**src/m4inv_pkg.sv**
```systemverilog
// Shared constants, types and helper functions for the 4x4 cofactor matrix inverse.
// Used by the interfaces, the arithmetic units, the top level and the checker.
package m4inv_pkg;

	// Element format: signed fixed point, EW bits with FB fraction bits.
	localparam int EW = 32;
	localparam int FB = 16;

	// Width of a 2x2 minor, a cofactor, the accumulator and the divider numerator.
	localparam int TW = 2 * EW + 1;
	localparam int CW = 3 * EW + 4;
	localparam int AW = 4 * EW + 8;
	localparam int NW = CW - 1 + 2 * FB;

	// Counter widths of the serial multiplier and the serial divider.
	localparam int MCW = $clog2(EW);
	localparam int DCW = $clog2(NW);

	// Source of the wide multiplier operand.
	localparam logic [1:0] BSEL_ELEM = 2'd0;
	localparam logic [1:0] BSEL_T0   = 2'd1;
	localparam logic [1:0] BSEL_T1   = 2'd2;
	localparam logic [1:0] BSEL_T2   = 2'd3;

	// Where the accumulator goes after a step.
	localparam logic [2:0] DST_NONE = 3'd0;
	localparam logic [2:0] DST_T0   = 3'd1;
	localparam logic [2:0] DST_T1   = 3'd2;
	localparam logic [2:0] DST_T2   = 3'd3;
	localparam logic [2:0] DST_COF  = 3'd4;

	// Last step of one cofactor program.
	localparam logic [3:0] STEP_LAST = 4'd8;

	typedef struct packed {
		logic start;
		logic clr;
		logic neg;
	} mac_cmd_t;

	typedef struct packed {
		logic start;
		logic neg;
	} div_cmd_t;

	// One multiply-accumulate step of a cofactor, over the 3x3 submatrix.
	typedef struct packed {
		logic [1:0] ar;
		logic [1:0] ac;
		logic [1:0] br;
		logic [1:0] bc;
		logic [1:0] bsel;
		logic       neg;
		logic       clr;
		logic       outer;
		logic [2:0] dst;
	} step_t;

	// Map a row or column of the 3x3 submatrix back into the 4x4 matrix.
	function automatic logic [1:0] skip(logic [1:0] k, logic [1:0] ex);
		return (k >= ex) ? k + 2'd1 : k;
	endfunction

	// Nine steps: three 2x2 minors of the lower rows, then the top row expansion.
	function automatic step_t cof_step(logic [3:0] s);
		step_t r;
		r = '0;
		case (s)
			4'd0: r = '{2'd1, 2'd1, 2'd2, 2'd2, BSEL_ELEM, 1'b0, 1'b1, 1'b0, DST_NONE};
			4'd1: r = '{2'd1, 2'd2, 2'd2, 2'd1, BSEL_ELEM, 1'b1, 1'b0, 1'b0, DST_T0};
			4'd2: r = '{2'd1, 2'd0, 2'd2, 2'd2, BSEL_ELEM, 1'b0, 1'b1, 1'b0, DST_NONE};
			4'd3: r = '{2'd1, 2'd2, 2'd2, 2'd0, BSEL_ELEM, 1'b1, 1'b0, 1'b0, DST_T1};
			4'd4: r = '{2'd1, 2'd0, 2'd2, 2'd1, BSEL_ELEM, 1'b0, 1'b1, 1'b0, DST_NONE};
			4'd5: r = '{2'd1, 2'd1, 2'd2, 2'd0, BSEL_ELEM, 1'b1, 1'b0, 1'b0, DST_T2};
			4'd6: r = '{2'd0, 2'd0, 2'd0, 2'd0, BSEL_T0,   1'b0, 1'b1, 1'b1, DST_NONE};
			4'd7: r = '{2'd0, 2'd1, 2'd0, 2'd0, BSEL_T1,   1'b1, 1'b0, 1'b1, DST_NONE};
			4'd8: r = '{2'd0, 2'd2, 2'd0, 2'd0, BSEL_T2,   1'b0, 1'b0, 1'b1, DST_COF};
			default: r = '0;
		endcase
		return r;
	endfunction

endpackage

```
**src/m4inv_in_if.sv**
```systemverilog
// Input channel of the matrix inverse: one matrix element per word.
// Depends on m4inv_pkg for the element width.
interface m4inv_in_if;
	logic                            valid;
	logic                            ready;
	logic signed [m4inv_pkg::EW-1:0] element;

	modport source (output valid, output element, input ready);
	modport sink (input valid, input element, output ready);
endinterface

```
**src/m4inv_out_if.sv**
```systemverilog
// Output channel of the matrix inverse: one inverse element per word.
// Depends on m4inv_pkg for the element width.
interface m4inv_out_if;
	logic                            valid;
	logic                            ready;
	logic signed [m4inv_pkg::EW-1:0] inv_element;
	logic                            singular;
	logic                            last;

	modport source (output valid, output inv_element, output singular, output last, input ready);
	modport sink (input valid, input inv_element, input singular, input last, output ready);
endinterface

```
**src/m4inv_mac.sv**
```systemverilog
// Shared serial multiply-accumulate unit: acc +/- a * b, one bit of a per cycle.
// Depends on m4inv_pkg.
module m4inv_mac (
	input  logic                            clk,
	input  logic                            arst_n,
	input  m4inv_pkg::mac_cmd_t             cmd,
	input  logic signed [m4inv_pkg::EW-1:0] a,
	input  logic signed [m4inv_pkg::AW-1:0] b,
	output logic                            done,
	output logic signed [m4inv_pkg::AW-1:0] acc
);

	logic                            busy_q;
	logic                            done_q;
	logic [m4inv_pkg::MCW-1:0]       cnt_q;
	logic signed [m4inv_pkg::AW-1:0] mcand_q;
	logic [m4inv_pkg::EW-1:0]        mplier_q;
	logic signed [m4inv_pkg::AW-1:0] acc_q;
	logic                            neg_q;
	logic                            sub;

	// The top bit of a carries negative weight in two's complement.
	assign sub = neg_q ^ (cnt_q == m4inv_pkg::MCW'(m4inv_pkg::EW - 1));

	always_ff @(posedge clk or negedge arst_n) begin
		if (!arst_n) begin
			busy_q <= 1'b0;
			done_q <= 1'b0;
			cnt_q  <= '0;
		end else if (cmd.start) begin
			busy_q <= 1'b1;
			done_q <= 1'b0;
			cnt_q  <= '0;
		end else if (busy_q) begin
			cnt_q <= cnt_q + 1'b1;
			if (cnt_q == m4inv_pkg::MCW'(m4inv_pkg::EW - 1)) begin
				busy_q <= 1'b0;
				done_q <= 1'b1;
			end
		end else begin
			done_q <= 1'b0;
		end
	end

	always_ff @(posedge clk) begin
		if (cmd.start) begin
			mcand_q  <= b;
			mplier_q <= a;
			neg_q    <= cmd.neg;
			if (cmd.clr) begin
				acc_q <= '0;
			end
		end else if (busy_q) begin
			if (mplier_q[0]) begin
				acc_q <= sub ? acc_q - mcand_q : acc_q + mcand_q;
			end
			mcand_q  <= mcand_q <<< 1;
			mplier_q <= mplier_q >> 1;
		end
	end

	assign done = done_q;
	assign acc  = acc_q;

endmodule

```
**src/m4inv_div.sv**
```systemverilog
// Serial restoring divider, one quotient bit per cycle, with signed saturation.
// Depends on m4inv_pkg.
module m4inv_div (
	input  logic                            clk,
	input  logic                            arst_n,
	input  m4inv_pkg::div_cmd_t             cmd,
	input  logic [m4inv_pkg::NW-1:0]        num,
	input  logic [m4inv_pkg::AW-1:0]        den,
	output logic                            done,
	output logic signed [m4inv_pkg::EW-1:0] res
);

	logic                     busy_q;
	logic                     done_q;
	logic [m4inv_pkg::DCW-1:0] cnt_q;
	logic [m4inv_pkg::AW:0]   rem_q;
	logic [m4inv_pkg::NW-1:0] quo_q;
	logic [m4inv_pkg::AW-1:0] den_q;
	logic                     neg_q;
	logic [m4inv_pkg::AW:0]   rem_sh;
	logic [m4inv_pkg::AW+1:0] diff;
	logic                     big;

	assign rem_sh = {rem_q[m4inv_pkg::AW-1:0], quo_q[m4inv_pkg::NW-1]};
	assign diff   = {1'b0, rem_sh} - {2'b00, den_q};

	always_ff @(posedge clk or negedge arst_n) begin
		if (!arst_n) begin
			busy_q <= 1'b0;
			done_q <= 1'b0;
			cnt_q  <= '0;
		end else if (cmd.start) begin
			busy_q <= 1'b1;
			done_q <= 1'b0;
			cnt_q  <= '0;
		end else if (busy_q) begin
			cnt_q <= cnt_q + 1'b1;
			if (cnt_q == m4inv_pkg::DCW'(m4inv_pkg::NW - 1)) begin
				busy_q <= 1'b0;
				done_q <= 1'b1;
			end
		end else begin
			done_q <= 1'b0;
		end
	end

	always_ff @(posedge clk) begin
		if (cmd.start) begin
			rem_q <= '0;
			quo_q <= num;
			den_q <= den;
			neg_q <= cmd.neg;
		end else if (busy_q) begin
			rem_q <= diff[m4inv_pkg::AW+1] ? rem_sh : diff[m4inv_pkg::AW:0];
			quo_q <= {quo_q[m4inv_pkg::NW-2:0], ~diff[m4inv_pkg::AW+1]};
		end
	end

	// A magnitude of 2^(EW-1) or more saturates; on the negative side that is the minimum.
	assign big = |quo_q[m4inv_pkg::NW-1:m4inv_pkg::EW-1];

	always_comb begin
		if (big) begin
			res = neg_q ? {1'b1, {(m4inv_pkg::EW-1){1'b0}}} : {1'b0, {(m4inv_pkg::EW-1){1'b1}}};
		end else if (neg_q) begin
			res = -quo_q[m4inv_pkg::EW-1:0];
		end else begin
			res = quo_q[m4inv_pkg::EW-1:0];
		end
	end

	assign done = done_q;

endmodule

```
**src/mat4_inverse_cofactor_top.sv**
```systemverilog
// Top level of the 4x4 matrix inverse by cofactor expansion.
// Depends on m4inv_pkg, m4inv_in_if, m4inv_out_if, m4inv_mac and m4inv_div.
//
// The block takes the sixteen elements of a 4x4 matrix, one word each in row-major
// order, as signed Q16.16, and returns the sixteen elements of the inverse in the same
// order with last set on the sixteenth and singular set on all of them when the
// determinant is zero (the elements are then zero). Input ready stays high until the
// sixteenth input word is taken. The block then stops taking input and works on one
// shared serial multiplier and one serial divider. The four top-row cofactors and the
// determinant cost 40 products; each output word then costs one cofactor of 9
// products plus one division, unless the matrix is singular, when the zero output
// words are given without either. Each result is the quotient truncated toward zero
// and saturated to the signed 32-bit range. Input is taken again once the last word of
// the inverse has been taken.
module mat4_inverse_cofactor_top (
	input logic         clk,
	input logic         arst_n,
	m4inv_in_if.sink    din,
	m4inv_out_if.source dout
);

	localparam logic [2:0] S_LOAD  = 3'd0;
	localparam logic [2:0] S_RD    = 3'd1;
	localparam logic [2:0] S_MAC   = 3'd2;
	localparam logic [2:0] S_WAIT  = 3'd3;
	localparam logic [2:0] S_DIV   = 3'd4;
	localparam logic [2:0] S_DWAIT = 3'd5;
	localparam logic [2:0] S_EMIT  = 3'd6;

	// Top-row cofactors, determinant sum, then one cofactor per output word.
	localparam logic [1:0] PH_DCOF = 2'd0;
	localparam logic [1:0] PH_DSUM = 2'd1;
	localparam logic [1:0] PH_OUT  = 2'd2;

	logic [2:0] state_q;
	logic [1:0] phase_q;
	logic [3:0] idx_q;
	logic [3:0] step_q;
	logic [3:0] load_cnt_q;
	logic       sing_q;
	logic       out_valid_q;

	logic signed [m4inv_pkg::EW-1:0] store [16];
	logic signed [m4inv_pkg::EW-1:0] rd_a_q;
	logic signed [m4inv_pkg::EW-1:0] rd_b_q;
	logic signed [m4inv_pkg::TW-1:0] t0_q;
	logic signed [m4inv_pkg::TW-1:0] t1_q;
	logic signed [m4inv_pkg::TW-1:0] t2_q;
	logic signed [m4inv_pkg::CW-1:0] cof0_q [4];
	logic signed [m4inv_pkg::CW-1:0] cof_q;
	logic signed [m4inv_pkg::AW-1:0] det_q;
	logic signed [m4inv_pkg::EW-1:0] out_elem_q;
	logic                            out_sing_q;
	logic                            out_last_q;

	logic                            in_acc;
	logic [1:0]                      cur_i;
	logic [1:0]                      cur_j;
	m4inv_pkg::step_t                stp;
	logic [3:0]                      ra;
	logic [3:0]                      rb;
	m4inv_pkg::mac_cmd_t             mcmd;
	logic signed [m4inv_pkg::AW-1:0] mac_b;
	logic                            mac_done;
	logic signed [m4inv_pkg::AW-1:0] mac_acc;
	m4inv_pkg::div_cmd_t             dcmd;
	logic                            cof_neg;
	logic [m4inv_pkg::CW-1:0]        cof_mag;
	logic [m4inv_pkg::AW-1:0]        det_mag;
	logic [m4inv_pkg::NW-1:0]        div_num;
	logic                            div_done;
	logic signed [m4inv_pkg::EW-1:0] div_res;

	assign in_acc    = din.valid && din.ready;
	assign din.ready = (state_q == S_LOAD);

	// Cofactor (i,j) being formed: top row for the determinant, transposed for outputs.
	always_comb begin
		if (phase_q == PH_DCOF) begin
			cur_i = 2'd0;
			cur_j = idx_q[1:0];
		end else begin
			cur_i = idx_q[1:0];
			cur_j = idx_q[3:2];
		end
	end

	assign stp = m4inv_pkg::cof_step(step_q);

	always_comb begin
		if (phase_q == PH_DSUM) begin
			ra = {2'd0, idx_q[1:0]};
		end else begin
			ra = {m4inv_pkg::skip(stp.ar, cur_i), m4inv_pkg::skip(stp.ac, cur_j)};
		end
		rb = {m4inv_pkg::skip(stp.br, cur_i), m4inv_pkg::skip(stp.bc, cur_j)};
	end

	// Matrix store: one write port for loading, two registered read ports for operands.
	always_ff @(posedge clk) begin
		if (in_acc) begin
			store[load_cnt_q] <= din.element;
		end
		rd_a_q <= store[ra];
		rd_b_q <= store[rb];
	end

	// Operand and sign selection for the shared multiplier.
	always_comb begin
		mcmd.start = (state_q == S_MAC);
		if (phase_q == PH_DSUM) begin
			mcmd.clr = (idx_q[1:0] == 2'd0);
			mcmd.neg = 1'b0;
			mac_b    = m4inv_pkg::AW'(cof0_q[idx_q[1:0]]);
		end else begin
			mcmd.clr = stp.clr;
			mcmd.neg = stp.neg ^ (stp.outer & (cur_i[0] ^ cur_j[0]));
			unique case (stp.bsel)
				m4inv_pkg::BSEL_ELEM: mac_b = m4inv_pkg::AW'(rd_b_q);
				m4inv_pkg::BSEL_T0:   mac_b = m4inv_pkg::AW'(t0_q);
				m4inv_pkg::BSEL_T1:   mac_b = m4inv_pkg::AW'(t1_q);
				m4inv_pkg::BSEL_T2:   mac_b = m4inv_pkg::AW'(t2_q);
			endcase
		end
	end

	m4inv_mac u_mac (
		.clk    (clk),
		.arst_n (arst_n),
		.cmd    (mcmd),
		.a      (rd_a_q),
		.b      (mac_b),
		.done   (mac_done),
		.acc    (mac_acc)
	);

	// Divider operands: magnitudes with the numerator scaled by 2^(2*FB).
	assign cof_neg = cof_q[m4inv_pkg::CW-1];
	assign cof_mag = cof_neg ? -cof_q : cof_q;
	assign det_mag = det_q[m4inv_pkg::AW-1] ? -det_q : det_q;
	assign div_num = {cof_mag[m4inv_pkg::CW-2:0], {(2 * m4inv_pkg::FB){1'b0}}};
	assign dcmd.start = (state_q == S_DIV);
	assign dcmd.neg   = cof_neg ^ det_q[m4inv_pkg::AW-1];

	m4inv_div u_div (
		.clk    (clk),
		.arst_n (arst_n),
		.cmd    (dcmd),
		.num    (div_num),
		.den    (det_mag),
		.done   (div_done),
		.res    (div_res)
	);

	// Sequencer.
	always_ff @(posedge clk or negedge arst_n) begin
		if (!arst_n) begin
			state_q     <= S_LOAD;
			phase_q     <= PH_DCOF;
			idx_q       <= '0;
			step_q      <= '0;
			load_cnt_q  <= '0;
			sing_q      <= 1'b0;
			out_valid_q <= 1'b0;
		end else begin
			unique case (state_q)
				S_LOAD: begin
					if (in_acc) begin
						load_cnt_q <= load_cnt_q + 1'b1;
						if (load_cnt_q == 4'd15) begin
							state_q <= S_RD;
							phase_q <= PH_DCOF;
							idx_q   <= '0;
							step_q  <= '0;
						end
					end
				end
				S_RD: begin
					if (phase_q == PH_OUT && sing_q) begin
						out_valid_q <= 1'b1;
						state_q     <= S_EMIT;
					end else begin
						state_q <= S_MAC;
					end
				end
				S_MAC: begin
					state_q <= S_WAIT;
				end
				S_WAIT: begin
					if (mac_done) begin
						if (phase_q == PH_DSUM) begin
							if (idx_q[1:0] == 2'd3) begin
								sing_q  <= (mac_acc == '0);
								phase_q <= PH_OUT;
								idx_q   <= '0;
							end else begin
								idx_q <= idx_q + 1'b1;
							end
							state_q <= S_RD;
						end else if (step_q == m4inv_pkg::STEP_LAST) begin
							step_q <= '0;
							if (phase_q == PH_DCOF) begin
								state_q <= S_RD;
								if (idx_q[1:0] == 2'd3) begin
									phase_q <= PH_DSUM;
									idx_q   <= '0;
								end else begin
									idx_q <= idx_q + 1'b1;
								end
							end else begin
								state_q <= S_DIV;
							end
						end else begin
							step_q  <= step_q + 1'b1;
							state_q <= S_RD;
						end
					end
				end
				S_DIV: begin
					state_q <= S_DWAIT;
				end
				S_DWAIT: begin
					if (div_done) begin
						out_valid_q <= 1'b1;
						state_q     <= S_EMIT;
					end
				end
				S_EMIT: begin
					if (dout.ready) begin
						out_valid_q <= 1'b0;
						step_q      <= '0;
						if (idx_q == 4'd15) begin
							state_q <= S_LOAD;
							phase_q <= PH_DCOF;
							idx_q   <= '0;
						end else begin
							idx_q   <= idx_q + 1'b1;
							state_q <= S_RD;
						end
					end
				end
				default: begin
					state_q <= S_LOAD;
				end
			endcase
		end
	end

	// Intermediate values and the output word.
	always_ff @(posedge clk) begin
		if (state_q == S_WAIT && mac_done) begin
			if (phase_q == PH_DSUM) begin
				det_q <= mac_acc;
			end else begin
				unique case (stp.dst)
					m4inv_pkg::DST_T0: t0_q <= mac_acc[m4inv_pkg::TW-1:0];
					m4inv_pkg::DST_T1: t1_q <= mac_acc[m4inv_pkg::TW-1:0];
					m4inv_pkg::DST_T2: t2_q <= mac_acc[m4inv_pkg::TW-1:0];
					m4inv_pkg::DST_COF: begin
						cof_q <= mac_acc[m4inv_pkg::CW-1:0];
						if (phase_q == PH_DCOF) begin
							cof0_q[idx_q[1:0]] <= mac_acc[m4inv_pkg::CW-1:0];
						end
					end
					default: begin
					end
				endcase
			end
		end
		if (state_q == S_RD && phase_q == PH_OUT && sing_q) begin
			out_elem_q <= '0;
			out_sing_q <= 1'b1;
			out_last_q <= (idx_q == 4'd15);
		end else if (state_q == S_DWAIT && div_done) begin
			out_elem_q <= div_res;
			out_sing_q <= 1'b0;
			out_last_q <= (idx_q == 4'd15);
		end
	end

	assign dout.valid       = out_valid_q;
	assign dout.inv_element = out_elem_q;
	assign dout.singular    = out_sing_q;
	assign dout.last        = out_last_q;

endmodule

```
**src/flat_wrapper.sv**
```systemverilog
// flat-port wrapper written by rule: the top's interface ports become plain ports
module mat4_inverse_cofactor_top_flat 
  (clk, arst_n, din_valid, din_element, din_ready, dout_valid, dout_inv_element, dout_singular, dout_last, dout_ready);
  m4inv_in_if din_i ();
  m4inv_out_if dout_i ();
  input logic clk;
  input logic arst_n;
  input wire logic [$bits(din_i.valid)-1:0] din_valid;
  input wire logic [$bits(din_i.element)-1:0] din_element;
  output wire logic [$bits(din_i.ready)-1:0] din_ready;
  output wire logic [$bits(dout_i.valid)-1:0] dout_valid;
  output wire logic [$bits(dout_i.inv_element)-1:0] dout_inv_element;
  output wire logic [$bits(dout_i.singular)-1:0] dout_singular;
  output wire logic [$bits(dout_i.last)-1:0] dout_last;
  input wire logic [$bits(dout_i.ready)-1:0] dout_ready;
  assign din_i.valid = din_valid;
  assign din_i.element = din_element;
  assign din_ready = din_i.ready;
  assign dout_valid = dout_i.valid;
  assign dout_inv_element = dout_i.inv_element;
  assign dout_singular = dout_i.singular;
  assign dout_last = dout_i.last;
  assign dout_i.ready = dout_ready;
  mat4_inverse_cofactor_top u_core (.clk(clk), .arst_n(arst_n), .din(din_i), .dout(dout_i));
endmodule
```
**config.mk**
```make
export PLATFORM = sky130hd
export DESIGN_NAME = mat4_inverse_cofactor_top_flat
export DESIGN_NICKNAME = d
export VERILOG_FILES = /design/src/m4inv_pkg.sv /design/src/m4inv_in_if.sv /design/src/m4inv_out_if.sv /design/src/m4inv_mac.sv /design/src/m4inv_div.sv /design/src/mat4_inverse_cofactor_top.sv /design/src/flat_wrapper.sv
export SDC_FILE = /design/constraint.sdc
export NUM_CORES = 2
export LEC_CHECK = 0
export BUFFER_PORTS_ARGS = -buffer_cell sky130_fd_sc_hd__clkbuf_2
export CORE_ASPECT_RATIO = 1.2
export CORE_MARGIN = 3
export CORE_UTILIZATION = 35
export DETAILED_ROUTE_END_ITERATION = 16
export PLACE_DENSITY = 0.58
export SKIP_LAST_GASP = 1
export SLEW_MARGIN = 20
export SYNTH_ARGS = -nofsm -noshare
export SYNTH_HDL_FRONTEND = slang
export SYNTH_SLANG_ARGS = --single-unit
```
**constraint.sdc**
```tcl
create_clock -name clk -period 15.95 [get_ports clk]
set_clock_uncertainty 0.2 [all_clocks]
set_input_delay 3.19 -clock clk [delete_from_list [all_inputs] [get_ports clk]]
set_output_delay 3.19 -clock clk [all_outputs]
set_load 0.01 [all_outputs]
```
# Word level (Yosys, flattened, before mapping)
# Memories as Yosys holds them, arrays and structs flattened. A register that Yosys moved wholly into a read port is not among the register bits.
# Index checks and enable logic that the tools add are counted.
word_totals:
  n_memories: 3
  input_bits: 36
  ram_bits: 912
  mem_bits_ro: 224
  out_inout_bits: 36
  regBits: 1210
  elab_cells: 219
op_classes:
  eq_ne: 35
  magnitude_cmp: 4
  bitwise: 7
  n_reduce_logical: 31
  muxes: 93
  addsub: 15
mem_list:
  columns: ["name", "words", "word_bits", "rd", "rd_clocked_by_memory_dff", "wr", "line_no", "rtl"]
  rows:
  - ["u_core.store", 16, 32, 2, 2, 1, "mat4_inverse_cofactor_top.sv:43", "logic signed [m4inv_pkg::EW-1:0] store [16];"]
  - ["u_core.cof0_q", 4, 100, 1, 0, 1, "mat4_inverse_cofactor_top.sv:49", "logic signed [m4inv_pkg::CW-1:0] cof0_q [4];"]
  - ["(no name shown)", 16, 14, 1, 0, 0, "m4inv_pkg.sv:68", "case (s)"]
op_table:
  columns: ["cell", "count"]
  rows:
  - ["2-to-1 mux 136 bit", 9]
  - ["case mux 136 bit (4 select lines)", 1]
  - ["2-to-1 mux 131 bit", 2]
  - ["2-to-1 mux 32 bit", 5]
  - ["subtractor 137 x 136 -> 138 bit", 1]
  - ["adder 136 bit", 1]
  - ["logical NOT 136 bit", 1]
  - ["negation 136 bit", 1]
  - ["subtractor 136 bit", 1]
  - ["2-to-1 mux 135 bit", 1]
  - ["OR reduction 100 bit", 1]
  - ["2-to-1 mux 99 bit", 1]
  - ["negation 99 bit", 1]
  - ["2-to-1 mux 4 bit", 14]
  - ["2-to-1 mux 2 bit", 17]
  - ["negation 32 bit", 1]
  - ["2-to-1 mux 3 bit", 9]
  - ["2-to-1 mux 1 bit", 25]
  - ["case mux 4 bit (3 select lines)", 2]
  - ["case mux 3 bit (7 select lines)", 1]
  - ["2-to-1 mux 8 bit", 2]
  - ["AND reduction 3 bit", 5]
  - ["inequality test 2 bit, second input constant", 7]
  - ["adder 4 x 1 -> 4 bit, second input constant", 3]
  - ["33 further kinds", 73]

# Longest topological paths before layout
depth:
  ltp_word: 8
  ltp_mapped: 26
  mapped_depth_nobuf: 26

# Cells and area by module
# Synthesis repeated with hierarchy kept, for this count alone.
hier_totals:
  cells_unflattened: 10049
  hier_area_um2: 113968.1
modules_own_cells:
  columns: ["module", "n_inst", "cells_per_inst", "seq_area_each_um2", "area_per_inst_um2"]
  rows:
  - ["mat4_inverse_cofactor_top", 1, 4435, 42776.0, 62766.4]
  - ["m4inv_div", 1, 2979, 11020.6, 26815.7]
  - ["m4inv_mac", 1, 2635, 9334.0, 24385.9]

# Least setup slack after synthesis
# No wires, ideal clock.
synth_timing:
  path_kind: "register to register"
  startpoint: "register u_core.phase_q[0]"
  endpoint: "register u_core.u_mac.acc_q, in the netlist u_core.u_mac.acc[0], enable pin"
  n_path_buf: 3
  setup_ps: 819
  t_required_ps: 14931
  period_less_slack_ps: 12160
  arrival_time_ps: 11141
  slack_ps: 3790
  stages_incl_launch_ff: 8
  cell_sequence: "dfrtp_1 > clkbuf_1 > inv_1 > nor2_1 > clkbuf_1 > clkbuf_1 > a21oi_1 > o21ai_0"
synth_between:
  elab_chain_len: 4
synth_rtl:
  columns: ["item", "line_no", "rtl"]
  rows:
  - ["from (decl)", "mat4_inverse_cofactor_top.sv:36", "logic [1:0] phase_q;"]
  - ["from (signal assigned)", "mat4_inverse_cofactor_top.sv:159", "phase_q <= PH_DCOF;"]
  - ["from (signal assigned)", "mat4_inverse_cofactor_top.sv:172", "phase_q <= PH_DCOF;"]
  - ["from (signal assigned)", "mat4_inverse_cofactor_top.sv:194", "phase_q <= PH_OUT;"]
  - ["== test 2 x 1 -> 1 bit", "mat4_inverse_cofactor_top.sv:111", "if (phase_q == PH_DSUM) begin"]
  - ["2-to-1 mux 2 bit", "mat4_inverse_cofactor_top.sv:111", null]
  - ["inequality test 2 bit (no source line)", null, null]
  - ["AND reduction 3 bit (no source line)", null, null]
  - ["to (signal assigned)", "m4inv_mac.sv:55", "acc_q <= sub ? acc_q - mcand_q : acc_q + mcand_q;"]
  - ["to (decl)", "m4inv_mac.sv:18", "logic signed [m4inv_pkg::AW-1:0] acc_q;"]
# Every way passes these cells.
# A chain may end at the register's enable or synchronous reset.

# Worst setup path in the final report
layout_timing:
  startpoint: "register u_core.u_mac.mcand_q[5] (netlist bit)"
  endpoint: "register u_core.u_mac.acc_q, in the netlist u_core.u_mac.acc[128], data pin"
layout_between:
  elab_chain_len: 5
  word_cells_on_any_way: 6
  cone_classes: "2 x add/sub; 4 x mux"
layout_rtl:
  columns: ["item", "line_no", "rtl"]
  rows:
  - ["from (decl)", "m4inv_mac.sv:16", "logic signed [m4inv_pkg::AW-1:0] mcand_q;"]
  - ["from (signal assigned)", "m4inv_mac.sv:57", "mcand_q <= mcand_q <<< 1;"]
  - ["adder 136 bit / subtractor 136 bit (equally long branches)", "m4inv_mac.sv:55", null]
  - ["2-to-1 mux 136 bit (*)", "m4inv_mac.sv:55", null]
  - ["2-to-1 mux 136 bit (*)", "m4inv_mac.sv:54", "if (mplier_q[0]) begin"]
  - ["2-to-1 mux 136 bit (*)", "m4inv_mac.sv:53", "end else if (busy_q) begin"]
  - ["2-to-1 mux 136 bit (*)", "m4inv_mac.sv:46", "if (cmd.start) begin"]
# Mark *: on every way between the ends. The rest lies on a longest branch, timed or not. The select of a mux whose other input is x is not followed.

==> results.md <==
* Status: completed
* Initial antenna violation count at 10
* M3 GR Usage at 0.0236
* GR Overflow Total at 0
* Post-Synth Adder-Cell Area at 0.0340
* CTS tree: built
* Clock-pin slew on the worst setup and hold paths at 0.06 ns
* Synth Register Bits at 2,186
* Port Buffers at 71
* Postcts setup bufs at 0
* Post-Syn Area at 112,000 sq um
* Post-synth top flop: edfxtp_1
* DR pass1 iterations at 6
* I/O pin count at 72
* Post-synth cell types at 92
* Syn nets at 9,801
* Post-synthesis simple-gate area fraction at 0.114
* Worst Path Max Fanout at 13
* Async SR Flop Fraction at 0.0165
* Max Clock Freq at 0.119 GHz
* DRC Markers at 0
* Post-synthesis mux area share at 0.0842
* Worst hold-check path type: reg2reg
* Layout cells sized above 1 at 0.114
* CTS H-tree depth at 4
* CTS Buffer Depth at 4
* Vias in the first global route at 78,000
* Die footprint at 326,000 sq um
* Post-synth EDFFs at 1,885
* Via count at 79,100
* Arr. time, crit path at 8.83 ns
* HPWL after DPL at 235,000 um
* Met2 Use GR at 0.343
* Post-DR vias/cell at 5.73
* Met1 global-route usage at 0.273
* Mapped Cells at 9,463
* Final Hold Vio Count at 0
* Largest net degree at the start of global routing at 202
* Crit path required time at 16.36 ns
* Sequential-to-total area share from yosys stat at 0.563
* RSZ-0062 raised after global routing: false
* Die Span X at 521 um
* Setup crit start kind: flop
* Worst slew pin tran at 1.32 ns
* MaxCap Viol Count at 0
* Max Slew Vio Count at 0
* Core area at 316,000 sq um
* Drt total wl at 342,000 um
* Pwr dens at 215 nW/um^2
* Worst skew pair latency at 0.90 ns
* Overall Power at 26,800 uW
* Sequential cell area at 62,800 sq um
* NumNets Final at 9,729
* Critical path class: reg2reg
* Rel. slew slack at 0.112
* Fin Setup TNS at 0 ns
* LEAKAGE at 0.0440 uW
* CTS Buf Count at 241
* GRT busiest layer: met2
* Drt wl/cell at 24.8 um
* Layout area overhead at 11.9%
* Yosys warns at 0
* GRT Resource Usage Total at 0.204
* Antenna viol nets, final at 0
* Fillers at 29,900
* Count of cells resized by post-cts repair at 0
* Post-synthesis compound-gate area fraction at 0.128
* Final RePlAce weighted congestion at 0.940
* Die Y at 624 um
* Post-layout min period at 8.42 ns
* First-pass GRT wire length at 507,000 um
* Largest family of logic cells by synthesized area: compound AO/OA/AOI/OAI gates
* DRT iter0 DRCs at 7,872
* Clock root cell: clkbuf_16
* Syn Area/Cell at 11.8 sq um
* Footprint of the multi-input gates at 46,000 sq um
* Clock tree sinks at 2,186
* Hold buffer count at CTS at 0
* VDD IR max at 0.149 mV
* CP Capture Type: flop
* Xor/xnor cell area share of the yosys netlist at 0.0496
* # rows at 226
* Initial Utilization at 0.353
* Period utilization at 0.528
* # setup viols final at 0
cells in the final DEF (no fill, tap or decap), drive strengths merged, types with 121 or more instances in the layout:
cell type  count
o21ai        750
a21oi        677
mux2i        129
buf          157
xor2         278
clkbuf       384
nor4         121
a21o         180
nand2       1037
ha           300
nor3         157
nor2         579
inv          269
edfxtp      1885
nand4        171
mux4         356
nand3        154
xnor2        354
dfxtp        265
cell families (layout without fill, tap and decap cells):
family          Yosys count  count (layout)
mux                     493             493
buf+inv                 806             934
xor+xnor                632             632
simple gates           2703            2703
flops                  2186            2186
compound gates         2341            2341
fa+ha+maj               302             302
other cells               0               2
sequential cells by signal, indices dropped and copies added, names as in the netlist, 100 cells and up:
register,count
u_core.u_div.rem_q,136
u_core.u_mac.mcand_q,136
u_core.u_div.quo_q,131
u_core.cof_q,100
u_core.det_q,136
u_core.u_div.den_q,136
u_core.u_mac.acc,136
u_core.store,512
u_core.cof0_q,400
final timing paths:
check / endpoint / cells past startpoint / from / slack [ns]
min reg2reg: u_core.dout.singular$_SDFFE_PP1P_ / 2 / u_core.dout.singular$_SDFFE_PP1P_ / 0.25
max in group asynchronous: u_core.idx_q[0]$_DFFE_PN0P_ / 2 / arst_n / 12.74
max: u_core.u_mac.acc[128]$_SDFFCE_PP0P_ / 21 / u_core.u_mac.mcand_q[5]$_DFFE_PP_ / 7.53
max reg2reg: u_core.u_mac.acc[128]$_SDFFCE_PP0P_ / 21 / u_core.u_mac.mcand_q[5]$_DFFE_PP_ / 7.53
min: u_core.dout.singular$_SDFFE_PP1P_ / 2 / u_core.dout.singular$_SDFFE_PP1P_ / 0.25
min in group asynchronous: u_core.u_div.cnt_q[5]$_DFFE_PN0P_ / 2 / arst_n / 2.23
stage by stage:
stage          std cells  setup slack, ns  hold slack, ns   util  instance area, sq um
2_1_floorplan       9463             3.79           0.251      -                112000
3_3_place_gp       13400             7.63           0.232  0.369                117000
3_5_place_dp       13400             7.68           0.249  0.369                117000
4_1_cts            13800             7.63           0.256  0.394                125000
5_1_grt            13800             7.17           0.292  0.394                125000
6_report           13800             7.53           0.252  0.394                125000
worst max-delay path: stages (launching register included):
cell,delay (ns)
edfxtp_1,0.44
or4_1,0.60
or4_1,0.59
or4_1,0.54
or2_2,0.49
nor2_1,0.20
nand2_1,0.17
nor4_1,0.31
nor2_1,0.09
xnor2_1,0.16
ha_1,0.41
nand4_1,0.28
nor4_1,0.58
nand4_1,0.20
or2_2,0.32
o22ai_1,0.45
a21oi_1,0.32
o31ai_1,0.87
o31ai_1,0.29
o41ai_1,0.37
xnor2_1,0.17
nor2_1,0.05
report_power, final:
| part | internal, uW | total [uW] | switching (uW) |
|---|---|---|---|
| clock | 3370 | 5690 | 2320 |
| sequential | 8000 | 9230 | 1230 |
| combinational | 4470 | 11900 | 7390 |
| total | 15800 | 26800 | 10900 |
cell type report:
type / instances / share of cell area
tap: 4218 / 0.0423
antenna: 2 / 0.0000401
inverter: 263 / 0.00803
multi-input combinational: 6471 / 0.369
timing repair buffer: 228 / 0.0129
clock inverter: 130 / 0.0124
sequential: 2186 / 0.503
clock buffer: 313 / 0.0521
cell usage after synthesis, drive strengths merged (66+ instances only):
cell    instances  area (sq um)
a21o          180          1350
nor4          121           763
nand2        1037          3890
a21oi         677          3390
or4            69           529
nand4         171          1070
a31oi         114           713
and2           66           413
o21bai         72           541
buf            73           275
nor2          579          2170
xor2          278          2430
o31ai         116           876
or3           118           748
edfxtp       1885         56600
mux4          356          8020
mux2i         129          1290
inv           261           980
clkbuf        470          1760
a211oi         68           510
nand3         154           771
nor3          157           791
dfxtp         265          5310
ha            300          3750
o21ai         750          3750
xnor2         354          3100
per-layer routing:
metal  share of wire  wire length, um
met1            0.42           144000
met2            0.48           165000
met3           0.060            20500
met4           0.036            12200
met5         0.00010               35
Power figures use the tool's default switching activity.
